File: src/rtl/core/pps_pkg.sv
// Package for the preemptive priority scheduler.
// Holds widths, defaults, command codes, the controller state type and the
// command/status structs shared by pps_ctrl, pps_datapath and the top level.
package pps_pkg;

    localparam int MAX_JOBS_DEF    = 16;
    localparam int JOB_COUNT_W     = 5;
    localparam int TIME_W          = 16;
    localparam int PRI_W           = 8;
    localparam int SLOT_IN_W       = 4;

    localparam logic [JOB_COUNT_W-1:0] JOB_COUNT_RESET = 5'd1;
    localparam logic [TIME_W-1:0]      TIME_MAX        = 16'hFFFF;

    localparam logic CMD_LOAD = 1'b0;
    localparam logic CMD_TICK = 1'b1;

    typedef enum logic [2:0] {
        ST_IDLE,
        ST_LOAD,
        ST_SCAN,
        ST_FETCH,
        ST_UPDATE,
        ST_RESULT
    } pps_state_t;

    typedef struct packed {
        logic capture;
        logic load_write;
        logic scan_step;
        logic fetch;
        logic update;
        logic commit;
    } pps_cmd_t;

    typedef struct packed {
        logic is_tick;
        logic scan_done;
        logic found;
        logic out_busy;
    } pps_status_t;

endpackage

File: src/rtl/core/pps_ctrl.sv
// Controller state machine for the preemptive priority scheduler.
// Sequences load, table scan, job update and result hand-off.
// Depends on pps_pkg for the state type and the command/status structs.
module pps_ctrl (
    input  logic              clk,
    input  logic              rst_n,
    input  logic              in_valid,
    output logic              in_ready,
    input  pps_pkg::pps_status_t status,
    output pps_pkg::pps_cmd_t    cmd
);

    pps_pkg::pps_state_t state_reg;
    pps_pkg::pps_state_t state_next;

    always_ff @(posedge clk or negedge rst_n)
    begin
        if (!rst_n)
        begin
            state_reg <= pps_pkg::ST_IDLE;
        end
        else
        begin
            state_reg <= state_next;
        end
    end

    always_comb
    begin
        state_next = state_reg;
        case (state_reg)
            pps_pkg::ST_IDLE:
            begin
                if (in_valid)
                begin
                    state_next = pps_pkg::ST_LOAD;
                end
            end
            pps_pkg::ST_LOAD:
            begin
                state_next = pps_pkg::ST_SCAN;
            end
            pps_pkg::ST_SCAN:
            begin
                if (status.scan_done)
                begin
                    if (status.is_tick && status.found)
                    begin
                        state_next = pps_pkg::ST_FETCH;
                    end
                    else
                    begin
                        state_next = pps_pkg::ST_RESULT;
                    end
                end
            end
            pps_pkg::ST_FETCH:
            begin
                state_next = pps_pkg::ST_UPDATE;
            end
            pps_pkg::ST_UPDATE:
            begin
                state_next = pps_pkg::ST_RESULT;
            end
            pps_pkg::ST_RESULT:
            begin
                if (!status.out_busy)
                begin
                    state_next = pps_pkg::ST_IDLE;
                end
            end
            default:
            begin
                state_next = pps_pkg::ST_IDLE;
            end
        endcase
    end

    always_comb
    begin
        cmd      = '0;
        in_ready = 1'b0;
        case (state_reg)
            pps_pkg::ST_IDLE:
            begin
                in_ready    = 1'b1;
                cmd.capture = in_valid;
            end
            pps_pkg::ST_LOAD:
            begin
                cmd.load_write = 1'b1;
            end
            pps_pkg::ST_SCAN:
            begin
                cmd.scan_step = 1'b1;
            end
            pps_pkg::ST_FETCH:
            begin
                cmd.fetch = 1'b1;
            end
            pps_pkg::ST_UPDATE:
            begin
                cmd.update = 1'b1;
            end
            pps_pkg::ST_RESULT:
            begin
                cmd.commit = !status.out_busy;
            end
            default:
            begin
                cmd = '0;
            end
        endcase
    end

endmodule

File: src/rtl/core/pps_datapath.sv
// Datapath of the preemptive priority scheduler: job tables, finished flags,
// scan pipeline, time keeping and the output register.
// Depends on pps_pkg; driven by pps_ctrl through pps_cmd_t.
module pps_datapath #(
    parameter int MAX_JOBS = pps_pkg::MAX_JOBS_DEF
) (
    input  logic                              clk,
    input  logic                              rst_n,
    input  pps_pkg::pps_cmd_t                 cmd,
    output pps_pkg::pps_status_t              status,
    input  logic                              cfg_write_en,
    input  logic [pps_pkg::JOB_COUNT_W-1:0]   cfg_write_data,
    input  logic                              command,
    input  logic [pps_pkg::SLOT_IN_W-1:0]     entry_index,
    input  logic [pps_pkg::TIME_W-1:0]        entry_arrival,
    input  logic [pps_pkg::TIME_W-1:0]        entry_burst,
    input  logic [pps_pkg::PRI_W-1:0]         entry_priority,
    output logic                              out_valid,
    input  logic                              out_ready,
    output logic [pps_pkg::SLOT_IN_W-1:0]     running_index,
    output logic                              cpu_idle,
    output logic                              new_segment,
    output logic                              job_finished,
    output logic [pps_pkg::TIME_W-1:0]        turnaround,
    output logic [pps_pkg::TIME_W-1:0]        waiting,
    output logic                              all_done,
    output logic [pps_pkg::TIME_W-1:0]        time_now
);

    localparam int TW     = pps_pkg::TIME_W;
    localparam int PW     = pps_pkg::PRI_W;
    localparam int JW     = pps_pkg::JOB_COUNT_W;
    localparam int SW     = pps_pkg::SLOT_IN_W;
    localparam int IDX_W  = $clog2(MAX_JOBS);
    localparam int CNT_W  = $clog2(MAX_JOBS + 1);
    localparam int RUN_W  = (IDX_W > SW) ? IDX_W : SW;
    localparam int SLOT_W = RUN_W + 1;
    localparam int CMP_W  = (CNT_W > JW) ? CNT_W : JW;

    // Job tables
    logic [TW-1:0] arrival_mem   [MAX_JOBS];
    logic [TW-1:0] burst_mem     [MAX_JOBS];
    logic [TW-1:0] remaining_mem [MAX_JOBS];
    logic [PW-1:0] priority_mem  [MAX_JOBS];

    logic [TW-1:0] arr_rd_reg;
    logic [TW-1:0] bur_rd_reg;
    logic [TW-1:0] rem_rd_reg;
    logic [PW-1:0] pri_rd_reg;

    // Captured item
    logic          item_tick_reg,  item_tick_next;
    logic [SW-1:0] item_slot_reg,  item_slot_next;
    logic [TW-1:0] item_arr_reg,   item_arr_next;
    logic [TW-1:0] item_bur_reg,   item_bur_next;
    logic [PW-1:0] item_pri_reg,   item_pri_next;

    logic [JW-1:0]       job_count_reg,  job_count_next;
    logic [TW-1:0]       time_reg,       time_next;
    logic [IDX_W-1:0]    last_job_reg,   last_job_next;
    logic                last_valid_reg, last_valid_next;
    logic [MAX_JOBS-1:0] fin_flags_reg,  fin_flags_next;

    // Scan pipeline
    logic [CNT_W-1:0] scan_cnt_reg,  scan_cnt_next;
    logic             p_valid_reg,   p_valid_next;
    logic             p_flag_reg,    p_flag_next;
    logic [IDX_W-1:0] p_idx_reg,     p_idx_next;
    logic [CNT_W-1:0] unfin_reg,     unfin_next;
    logic             found_reg,     found_next;
    logic [IDX_W-1:0] best_idx_reg,  best_idx_next;
    logic [PW-1:0]    best_pri_reg,  best_pri_next;
    logic             fin_reg,       fin_next;
    logic [TW-1:0]    t_reg,         t_next;

    // Output register
    logic          out_valid_reg, out_valid_next;
    logic [SW-1:0] out_run_reg,   out_run_next;
    logic          out_idle_reg,  out_idle_next;
    logic          out_seg_reg,   out_seg_next;
    logic          out_fin_reg,   out_fin_next;
    logic [TW-1:0] out_tat_reg,   out_tat_next;
    logic [TW-1:0] out_wt_reg,    out_wt_next;
    logic          out_done_reg,  out_done_next;
    logic [TW-1:0] out_time_reg,  out_time_next;

    logic [CNT_W-1:0]  n_active;
    logic [IDX_W-1:0]  scan_addr;
    logic              issue;
    logic [IDX_W-1:0]  rd_addr;
    logic              rd_en;
    logic [SLOT_W-1:0] slot_wide;
    logic              slot_ok;
    logic [IDX_W-1:0]  slot_addr;
    logic              we_load;
    logic              we_upd;
    logic [IDX_W-1:0]  wr_addr;
    logic [TW-1:0]     rem_dec;
    logic [TW-1:0]     rem_wr_data;
    logic [TW-1:0]     time_inc;
    logic              candidate;
    logic [TW-1:0]     w_val;
    logic [RUN_W-1:0]  run_wide;

    always_comb
    begin
        if (CMP_W'(job_count_reg) > CMP_W'(MAX_JOBS))
        begin
            n_active = CNT_W'(MAX_JOBS);
        end
        else
        begin
            n_active = CNT_W'(job_count_reg);
        end
    end

    assign scan_addr = scan_cnt_reg[IDX_W-1:0];
    assign issue     = cmd.scan_step && (scan_cnt_reg < n_active);
    assign rd_addr   = cmd.fetch ? best_idx_reg : scan_addr;
    assign rd_en     = issue || cmd.fetch;

    assign slot_wide = SLOT_W'(item_slot_reg);
    assign slot_ok   = slot_wide < SLOT_W'(MAX_JOBS);
    assign slot_addr = slot_wide[IDX_W-1:0];

    assign we_load     = cmd.load_write && !item_tick_reg && slot_ok;
    assign we_upd      = cmd.update;
    assign wr_addr     = we_upd ? best_idx_reg : slot_addr;
    assign rem_dec     = (rem_rd_reg == '0) ? '0 : rem_rd_reg - TW'(1);
    assign rem_wr_data = we_upd ? rem_dec : item_bur_reg;
    assign time_inc    = (time_reg == pps_pkg::TIME_MAX) ? time_reg : time_reg + TW'(1);

    assign candidate = p_valid_reg && item_tick_reg && !p_flag_reg
                       && (arr_rd_reg <= time_reg);
    assign w_val     = (t_reg >= bur_rd_reg) ? t_reg - bur_rd_reg : '0;
    assign run_wide  = RUN_W'(best_idx_reg);

    always_ff @(posedge clk)
    begin
        if (we_load)
        begin
            arrival_mem[wr_addr]  <= item_arr_reg;
            burst_mem[wr_addr]    <= item_bur_reg;
            priority_mem[wr_addr] <= item_pri_reg;
        end
        if (we_load || we_upd)
        begin
            remaining_mem[wr_addr] <= rem_wr_data;
        end
        if (rd_en)
        begin
            arr_rd_reg <= arrival_mem[rd_addr];
            bur_rd_reg <= burst_mem[rd_addr];
            rem_rd_reg <= remaining_mem[rd_addr];
            pri_rd_reg <= priority_mem[rd_addr];
        end
    end

    always_comb
    begin
        item_tick_next  = item_tick_reg;
        item_slot_next  = item_slot_reg;
        item_arr_next   = item_arr_reg;
        item_bur_next   = item_bur_reg;
        item_pri_next   = item_pri_reg;
        job_count_next  = job_count_reg;
        time_next       = time_reg;
        last_job_next   = last_job_reg;
        last_valid_next = last_valid_reg;
        fin_flags_next  = fin_flags_reg;
        scan_cnt_next   = scan_cnt_reg;
        p_valid_next    = p_valid_reg;
        p_flag_next     = p_flag_reg;
        p_idx_next      = p_idx_reg;
        unfin_next      = unfin_reg;
        found_next      = found_reg;
        best_idx_next   = best_idx_reg;
        best_pri_next   = best_pri_reg;
        fin_next        = fin_reg;
        t_next          = t_reg;
        out_valid_next  = out_valid_reg && !out_ready;
        out_run_next    = out_run_reg;
        out_idle_next   = out_idle_reg;
        out_seg_next    = out_seg_reg;
        out_fin_next    = out_fin_reg;
        out_tat_next    = out_tat_reg;
        out_wt_next     = out_wt_reg;
        out_done_next   = out_done_reg;
        out_time_next   = out_time_reg;

        if (cfg_write_en)
        begin
            job_count_next = cfg_write_data;
        end

        if (cmd.capture)
        begin
            item_tick_next = (command == pps_pkg::CMD_TICK);
            item_slot_next = entry_index;
            item_arr_next  = entry_arrival;
            item_bur_next  = entry_burst;
            item_pri_next  = entry_priority;
            scan_cnt_next  = '0;
            p_valid_next   = 1'b0;
            unfin_next     = '0;
            found_next     = 1'b0;
            fin_next       = 1'b0;
        end

        if (we_load)
        begin
            fin_flags_next[slot_addr] = (item_bur_reg == '0);
        end

        if (cmd.scan_step)
        begin
            p_valid_next = issue;
            p_idx_next   = scan_addr;
            p_flag_next  = fin_flags_reg[scan_addr];
            if (issue)
            begin
                scan_cnt_next = scan_cnt_reg + CNT_W'(1);
            end
            if (p_valid_reg && !p_flag_reg)
            begin
                unfin_next = unfin_reg + CNT_W'(1);
            end
            // strict compare keeps the lowest index on a priority tie
            if (candidate && (!found_reg || (pri_rd_reg < best_pri_reg)))
            begin
                found_next    = 1'b1;
                best_idx_next = p_idx_reg;
                best_pri_next = pri_rd_reg;
            end
        end

        if (cmd.update)
        begin
            time_next = time_inc;
            if (rem_dec == '0)
            begin
                fin_flags_next[best_idx_reg] = 1'b1;
                fin_next = 1'b1;
                t_next   = (time_inc >= arr_rd_reg) ? time_inc - arr_rd_reg : '0;
            end
        end

        if (cmd.commit)
        begin
            out_valid_next = 1'b1;
            out_run_next   = '0;
            out_idle_next  = 1'b0;
            out_seg_next   = 1'b0;
            out_fin_next   = 1'b0;
            out_tat_next   = '0;
            out_wt_next    = '0;
            out_done_next  = (unfin_reg == CNT_W'(fin_reg));
            out_time_next  = time_reg;
            if (item_tick_reg)
            begin
                if (found_reg)
                begin
                    out_run_next    = run_wide[SW-1:0];
                    out_seg_next    = !last_valid_reg || (last_job_reg != best_idx_reg);
                    out_fin_next    = fin_reg;
                    out_tat_next    = fin_reg ? t_reg : '0;
                    out_wt_next     = fin_reg ? w_val : '0;
                    last_job_next   = best_idx_reg;
                    last_valid_next = 1'b1;
                end
                else
                begin
                    // idle tick: advance time, drop the running job
                    out_idle_next   = 1'b1;
                    out_time_next   = time_inc;
                    time_next       = time_inc;
                    last_valid_next = 1'b0;
                end
            end
        end
    end

    always_ff @(posedge clk or negedge rst_n)
    begin
        if (!rst_n)
        begin
            job_count_reg  <= pps_pkg::JOB_COUNT_RESET;
            time_reg       <= '0;
            last_job_reg   <= '0;
            last_valid_reg <= 1'b0;
            fin_flags_reg  <= '0;
            scan_cnt_reg   <= '0;
            p_valid_reg    <= 1'b0;
            unfin_reg      <= '0;
            found_reg      <= 1'b0;
            fin_reg        <= 1'b0;
            item_tick_reg  <= 1'b0;
            out_valid_reg  <= 1'b0;
        end
        else
        begin
            job_count_reg  <= job_count_next;
            time_reg       <= time_next;
            last_job_reg   <= last_job_next;
            last_valid_reg <= last_valid_next;
            fin_flags_reg  <= fin_flags_next;
            scan_cnt_reg   <= scan_cnt_next;
            p_valid_reg    <= p_valid_next;
            unfin_reg      <= unfin_next;
            found_reg      <= found_next;
            fin_reg        <= fin_next;
            item_tick_reg  <= item_tick_next;
            out_valid_reg  <= out_valid_next;
        end
    end

    always_ff @(posedge clk)
    begin
        item_slot_reg <= item_slot_next;
        item_arr_reg  <= item_arr_next;
        item_bur_reg  <= item_bur_next;
        item_pri_reg  <= item_pri_next;
        p_flag_reg    <= p_flag_next;
        p_idx_reg     <= p_idx_next;
        best_idx_reg  <= best_idx_next;
        best_pri_reg  <= best_pri_next;
        t_reg         <= t_next;
        out_run_reg   <= out_run_next;
        out_idle_reg  <= out_idle_next;
        out_seg_reg   <= out_seg_next;
        out_fin_reg   <= out_fin_next;
        out_tat_reg   <= out_tat_next;
        out_wt_reg    <= out_wt_next;
        out_done_reg  <= out_done_next;
        out_time_reg  <= out_time_next;
    end

    assign status.is_tick   = item_tick_reg;
    assign status.scan_done = (scan_cnt_reg == n_active) && !p_valid_reg;
    assign status.found     = found_reg;
    assign status.out_busy  = out_valid_reg && !out_ready;

    assign out_valid     = out_valid_reg;
    assign running_index = out_run_reg;
    assign cpu_idle      = out_idle_reg;
    assign new_segment   = out_seg_reg;
    assign job_finished  = out_fin_reg;
    assign turnaround    = out_tat_reg;
    assign waiting       = out_wt_reg;
    assign all_done      = out_done_reg;
    assign time_now      = out_time_reg;

    a_commit_free: assert property (@(posedge clk) disable iff (!rst_n)
        cmd.commit |-> !(out_valid_reg && !out_ready))
        else $error("result committed over an untaken result");

    a_out_from_commit: assert property (@(posedge clk) disable iff (!rst_n)
        (out_valid_reg && !$past(out_valid_reg)) |-> $past(cmd.commit))
        else $error("output valid rose without a commit");

    a_fin_needs_job: assert property (@(posedge clk) disable iff (!rst_n)
        fin_reg |-> (found_reg && item_tick_reg))
        else $error("job finish flagged without a selected job");

    a_time_monotonic: assert property (@(posedge clk) disable iff (!rst_n)
        time_reg >= $past(time_reg))
        else $error("time went backward");

endmodule

File: src/rtl/core/preemptive_priority_scheduler_unit.sv
// Top level of the preemptive priority scheduler.
// Joins pps_ctrl and pps_datapath; depends on pps_pkg.
//
// Each item returns one result. The number of counted jobs is job_count,
// capped at MAX_JOBS. The tick walks the job table one entry per cycle
// through a single read port to find the ready job with the smallest
// priority value, then reads and writes back that job's entry. A load
// likewise walks the table to refresh the all_done status. One item is in
// flight at a time. A finished result waits in the output register while
// the next item can be accepted in the cycle after the commit. A result
// that finds the output register still occupied holds until it is taken.
// Table entries hold nothing until loaded, and every counted entry must be
// loaded before ticks are issued.
module preemptive_priority_scheduler_unit #(
    parameter int MAX_JOBS = pps_pkg::MAX_JOBS_DEF
) (
    input  logic                              clk,
    input  logic                              rst_n,
    input  logic                              cfg_write_en,
    input  logic [pps_pkg::JOB_COUNT_W-1:0]   cfg_write_data,
    input  logic                              in_valid,
    output logic                              in_ready,
    input  logic                              command,
    input  logic [pps_pkg::SLOT_IN_W-1:0]     entry_index,
    input  logic [pps_pkg::TIME_W-1:0]        entry_arrival,
    input  logic [pps_pkg::TIME_W-1:0]        entry_burst,
    input  logic [pps_pkg::PRI_W-1:0]         entry_priority,
    output logic                              out_valid,
    input  logic                              out_ready,
    output logic [pps_pkg::SLOT_IN_W-1:0]     running_index,
    output logic                              cpu_idle,
    output logic                              new_segment,
    output logic                              job_finished,
    output logic [pps_pkg::TIME_W-1:0]        turnaround,
    output logic [pps_pkg::TIME_W-1:0]        waiting,
    output logic                              all_done,
    output logic [pps_pkg::TIME_W-1:0]        time_now
);

    pps_pkg::pps_cmd_t    cmd;
    pps_pkg::pps_status_t status;

    pps_ctrl u_ctrl (
        .clk      (clk),
        .rst_n    (rst_n),
        .in_valid (in_valid),
        .in_ready (in_ready),
        .status   (status),
        .cmd      (cmd)
    );

    pps_datapath #(
        .MAX_JOBS (MAX_JOBS)
    ) u_datapath (
        .clk            (clk),
        .rst_n          (rst_n),
        .cmd            (cmd),
        .status         (status),
        .cfg_write_en   (cfg_write_en),
        .cfg_write_data (cfg_write_data),
        .command        (command),
        .entry_index    (entry_index),
        .entry_arrival  (entry_arrival),
        .entry_burst    (entry_burst),
        .entry_priority (entry_priority),
        .out_valid      (out_valid),
        .out_ready      (out_ready),
        .running_index  (running_index),
        .cpu_idle       (cpu_idle),
        .new_segment    (new_segment),
        .job_finished   (job_finished),
        .turnaround     (turnaround),
        .waiting        (waiting),
        .all_done       (all_done),
        .time_now       (time_now)
    );

endmodule

File: config.mk
export PLATFORM = sky130hd
export DESIGN_NAME = preemptive_priority_scheduler_unit
export DESIGN_NICKNAME = d
export VERILOG_FILES = /design/src/rtl/core/pps_pkg.sv /design/src/rtl/core/pps_ctrl.sv /design/src/rtl/core/pps_datapath.sv /design/src/rtl/core/preemptive_priority_scheduler_unit.sv
export SDC_FILE = /design/constraint.sdc
export NUM_CORES = 2
export LEC_CHECK = 0
export ABC_AREA = 1
export BUFFER_PORTS_ARGS = -buffer_cell sky130_fd_sc_hd__buf_2
export CELL_PAD_IN_SITES_DETAIL_PLACEMENT = 1
export CELL_PAD_IN_SITES_GLOBAL_PLACEMENT = 1
export CORE_ASPECT_RATIO = 0.5
export CORE_UTILIZATION = 46
export DETAILED_ROUTE_END_ITERATION = 10
export GPL_ROUTABILITY_DRIVEN = 0
export PLACE_DENSITY = 0.84
export SLEW_MARGIN = 10
export SYNTH_ARGS = -nofsm -noshare
export SYNTH_HDL_FRONTEND = slang
export SYNTH_SLANG_ARGS = --single-unit
File: constraint.sdc
create_clock -name clk -period 3.95 [get_ports clk]
set_clock_uncertainty 0.05 [all_clocks]
set_input_delay 0.395 -clock clk [delete_from_list [all_inputs] [get_ports clk]]
set_output_delay 0.395 -clock clk [all_outputs]
set_load 0.01 [all_outputs]
==> impl_results.rst <==
.. list-table::
   :header-rows: 1

   * - Metric
     - Value
   * - Run status
     - finished clean
   * - Clock buffers created by TritonCTS
     - 102
   * - Number of enable flip-flop cells after synthesis
     - 1085
   * - Placeable core region
     - 103000 µm²
   * - Routed length per instance
     - 28.5 µm
   * - Part of the power in combinational logic
     - 0.370
   * - Placement Cell Area
     - 50900 µm²
   * - Fin. max-slew vios
     - 0
   * - Worst-case reg-to-reg path depth
     - 10
   * - Synthesized area per cell
     - 12.0 µm²
   * - Leakage power
     - 20.0 nW
   * - Wire length of the first global-routing pass
     - 240 mm
   * - Die extent in x
     - 459 µm
   * - Overall power after layout
     - 0.0421 W
   * - RSZ-0062 raised after global routing
     - no
   * - Global-route total usage across every layer
     - 0.303
   * - Post-detailed-route via-to-cell ratio
     - 6.25
   * - Post-synthesis share of cell area spent on full adders, half adders and majority gates
     - 0.0175
   * - Cell with the most instances after synthesis
     - edfxtp_1
   * - First drt pass iteration count
     - 6
   * - Post-synthesis async set-or-reset flop share
     - 0.0524
   * - Number of sinks on the clock net
     - 1145
   * - Buffer levels on the longest clock path
     - 3
   * - Synthesized area
     - 48100 µm²
   * - Worst EP arrival
     - 4240 ps
   * - Part of the power in registers
     - 0.388
   * - Synth cell types
     - 49
   * - Synth Instances
     - 4008
   * - Top flop regs
     - u_datapath.arrival_mem x256, u_datapath.burst_mem x256, u_datapath.remaining_mem x256
   * - Seq cells post-synth
     - 1145
   * - Final-layout worst hold slack
     - 170 ps
   * - Clock network latency to the later pin of the worst-skew pair
     - 730 ps
   * - Vias
     - 35500
   * - Area used by multi-input combinational logic
     - 12200 µm²
   * - Placed wire-length estimate
     - 89.0 mm
   * - IR drop worst, VDD
     - 0.519 mV
   * - Total DRC errors in the routed layout
     - 0
   * - Worst endpoint required time
     - 4290 ps
   * - Fill cell count
     - 10400
   * - Post-Synth Simple-Gate Area
     - 0.108
   * - Yosys synthesis warning count
     - 0
   * - Die Height
     - 231 µm
   * - Tmin final
     - 3900 ps
   * - Sequential element share of the synthesized area
     - 0.708
   * - DR iter-0 viols
     - 4803
   * - Top_reg_cell synth
     - edfxtp_1
   * - Starting utilization of the core area
     - 0.467
   * - Deepest level of the CTS H-tree
     - 3
   * - Mux share of post-synthesis cell area
     - 0.00166
   * - Clock tree from TritonCTS
     - yes
   * - Switch share
     - 0.408
   * - CP Launch Type
     - flip-flop
   * - Number of nets at the end of the flow
     - 4311
   * - Antenna violations before repair
     - 7
   * - Reported max-cap violation count
     - 0
   * - Clock root buffer
     - clkbuf_16
   * - Main combinational cell family by area after synthesis
     - compound AO/OA/AOI/OAI gates
   * - Share of the synthesized area in the top cell type
     - 0.677
   * - WHS Path Cells
     - 3
   * - Crit share post-route
     - 0.986
   * - Post-CTS setup buffers
     - 0
   * - Final total negative setup slack
     - 0 ps
   * - CP endpoint kind
     - flip-flop
   * - Kind of critical path
     - flip-flop to flip-flop
   * - Peak fanout along the critical path
     - 12
   * - Cell type with the highest aggregate area in the netlist
     - edfxtp_1
   * - Net switching power of the design
     - 0.0172 W
   * - Compound-Gate Fraction of Synth Area
     - 0.117
   * - Non-Filler Cell Area, Final
     - 54800 µm²
   * - Floorplan row count
     - 83
   * - Internal Dissipation
     - 0.0249 W
   * - Port Buf Inserts
     - 112
   * - Vias in the first global route
     - 37700
   * - Overflow after GRT
     - 0
   * - Number of failing hold endpoints at the final stage
     - 0
   * - Count of final setup violators
     - 0
   * - Peak Freq
     - 257 MHz
   * - Post-Synthesis Net Count
     - 4129
   * - Number of cells after detailed placement
     - 5426
   * - Area Growth Syn to Fin
     - 13.8%
   * - Class of the worst hold path
     - primary input to flip-flop
   * - Post-route antenna net violation count
     - 0
   * - Fraction of final layout cells sized beyond drive strength 1
     - 0.0963
   * - Xor/xnor share of the synthesized area
     - 0.00600
   * - Cell types with the largest area share after synthesis
     - edfxtp_1 68%, o21ai_0 6.9%, nor2_1 4.0%, nand3_1 3.3%, dfrtp_1 3.1%
   * - Number of top-level pins
     - 113
   * - CTS clock-pin slew for the worst setup and hold paths
     - 70 ps
   * - Top cells by instance count after synthesis
     - 1085 x edfxtp_1, 665 x o21ai_0, 510 x nor2_1
   * - Post-Layout Cell Count
     - 5674
   * - Largest net degree at the start of global routing
     - 145
   * - Relative slew margins
     - 0.232
   * - Drt total wl
     - 162 mm
   * - Register area
     - 34100 µm²
   * - Pwr dens
     - 768 nW/µm²
   * - Actual slew at the worst max-slew pin
     - 1150 ps
   * - Die area
     - 106000 µm²
   * - Clock power share
     - 0.242
## logic make-up (layout without fill, tap and decap cells)
kind of cell | after synthesis | after routing
AOI/OAI and AO/OA | 999 | 999
buffers and inverters | 521 | 783
adders and majority gates | 66 | 66
xor gates and xnor gates | 33 | 33
muxes | 8 | 8
DFF | 1145 | 1145
and+or+nand+nor | 1236 | 1236
other | 0 | 2
## critical path, stage by stage, from the launching register on
cell	delay, ps
dfrtp_1	500
nor2_1	230
inv_1	140
nor2_4	120
clkinv_1	370
o21ai_1	650
inv_1	140
nor2_1	280
nand2_1	200
nor2_4	490
buf_4	380
## worst paths after layout
path | slack (ps) | from | end
setup / recovery | 50 | u_ctrl.state_reg[0]$_DFFE_PN0P_ | u_datapath.burst_mem[0][14]$_DFFE_PP_
setup reg to reg | 50 | u_ctrl.state_reg[0]$_DFFE_PN0P_ | u_datapath.burst_mem[0][14]$_DFFE_PP_
min in group asynchronous | 250 | rst_n | u_datapath.job_count_reg[1]$_DFFE_PN0P_
max in group asynchronous | 2630 | rst_n | u_datapath.time_reg[0]$_DFF_PN0_
hold / removal | 170 | in_valid | u_ctrl.state_reg[2]$_DFFE_PN0P_
hold reg to reg | 380 | u_datapath.p_idx_reg[3]$_DFFE_PP_ | u_datapath.best_idx_reg[3]$_DFFE_PP_
## through the flow
step / utilization / setup slack (ps)
after floorplan: - / 108
after global placement: 0.494 / 246
after detailed placement: 0.494 / 33.4
after CTS: 0.531 / 17.7
after global routing: 0.531 / 8.72
final: 0.531 / 54.4
## layer usage
| metal | track usage | vias up | routed length (µm) |
|---|---|---|---|
| met5 | 0 | - | 46 |
| met4 | 0.147 | 6 | 8500 |
| met3 | 0.0601 | 639 | 16200 |
| met2 | 0.515 | 2472 | 79000 |
| met1 | 0.373 | 17700 | 57900 |
| li1 | - | 14700 | - |
## layout make-up
type                            count  area share
Clock inverter                     61     0.00996
Tap cell                         1402      0.0320
Timing Repair Buffer              280      0.0423
Antenna cell                        2   0.0000914
Sequential cell                  1145       0.622
Multi-Input combinational cell   2342       0.223
Inverter                          319      0.0221
Clock buffer                      123      0.0486
## what timing repair did
action / in CTS / in global routing
resized for setup: 0 / 10
setup endpoints to repair: 0 / 70
hold endpoints to repair: 82 / 0
hold buffers: 62 / 0
## layout by cell type (no fill, tap or decap), drive strengths merged, types with 113 or more instances in the layout
cell type / instances
buf: 218
nor2: 517
edfxtp: 1085
nand2: 357
nand3: 318
o211ai: 115
o21ai: 671
inv: 316
clkbuf: 123
o21bai: 113
## power groups by stage
stage	Combinational, W	Sequential [W]	Clock [W]
global placement	0.0133	0.0163	0
detailed placement	0.0145	0.0165	0
finish	0.0156	0.0163	0.0102
floorplan	0.00904	0.0161	0
CTS	0.0152	0.0162	0.0102
global route	0.0167	0.0164	0.0105
No activity file was read; power rests on OpenSTA's default activity.
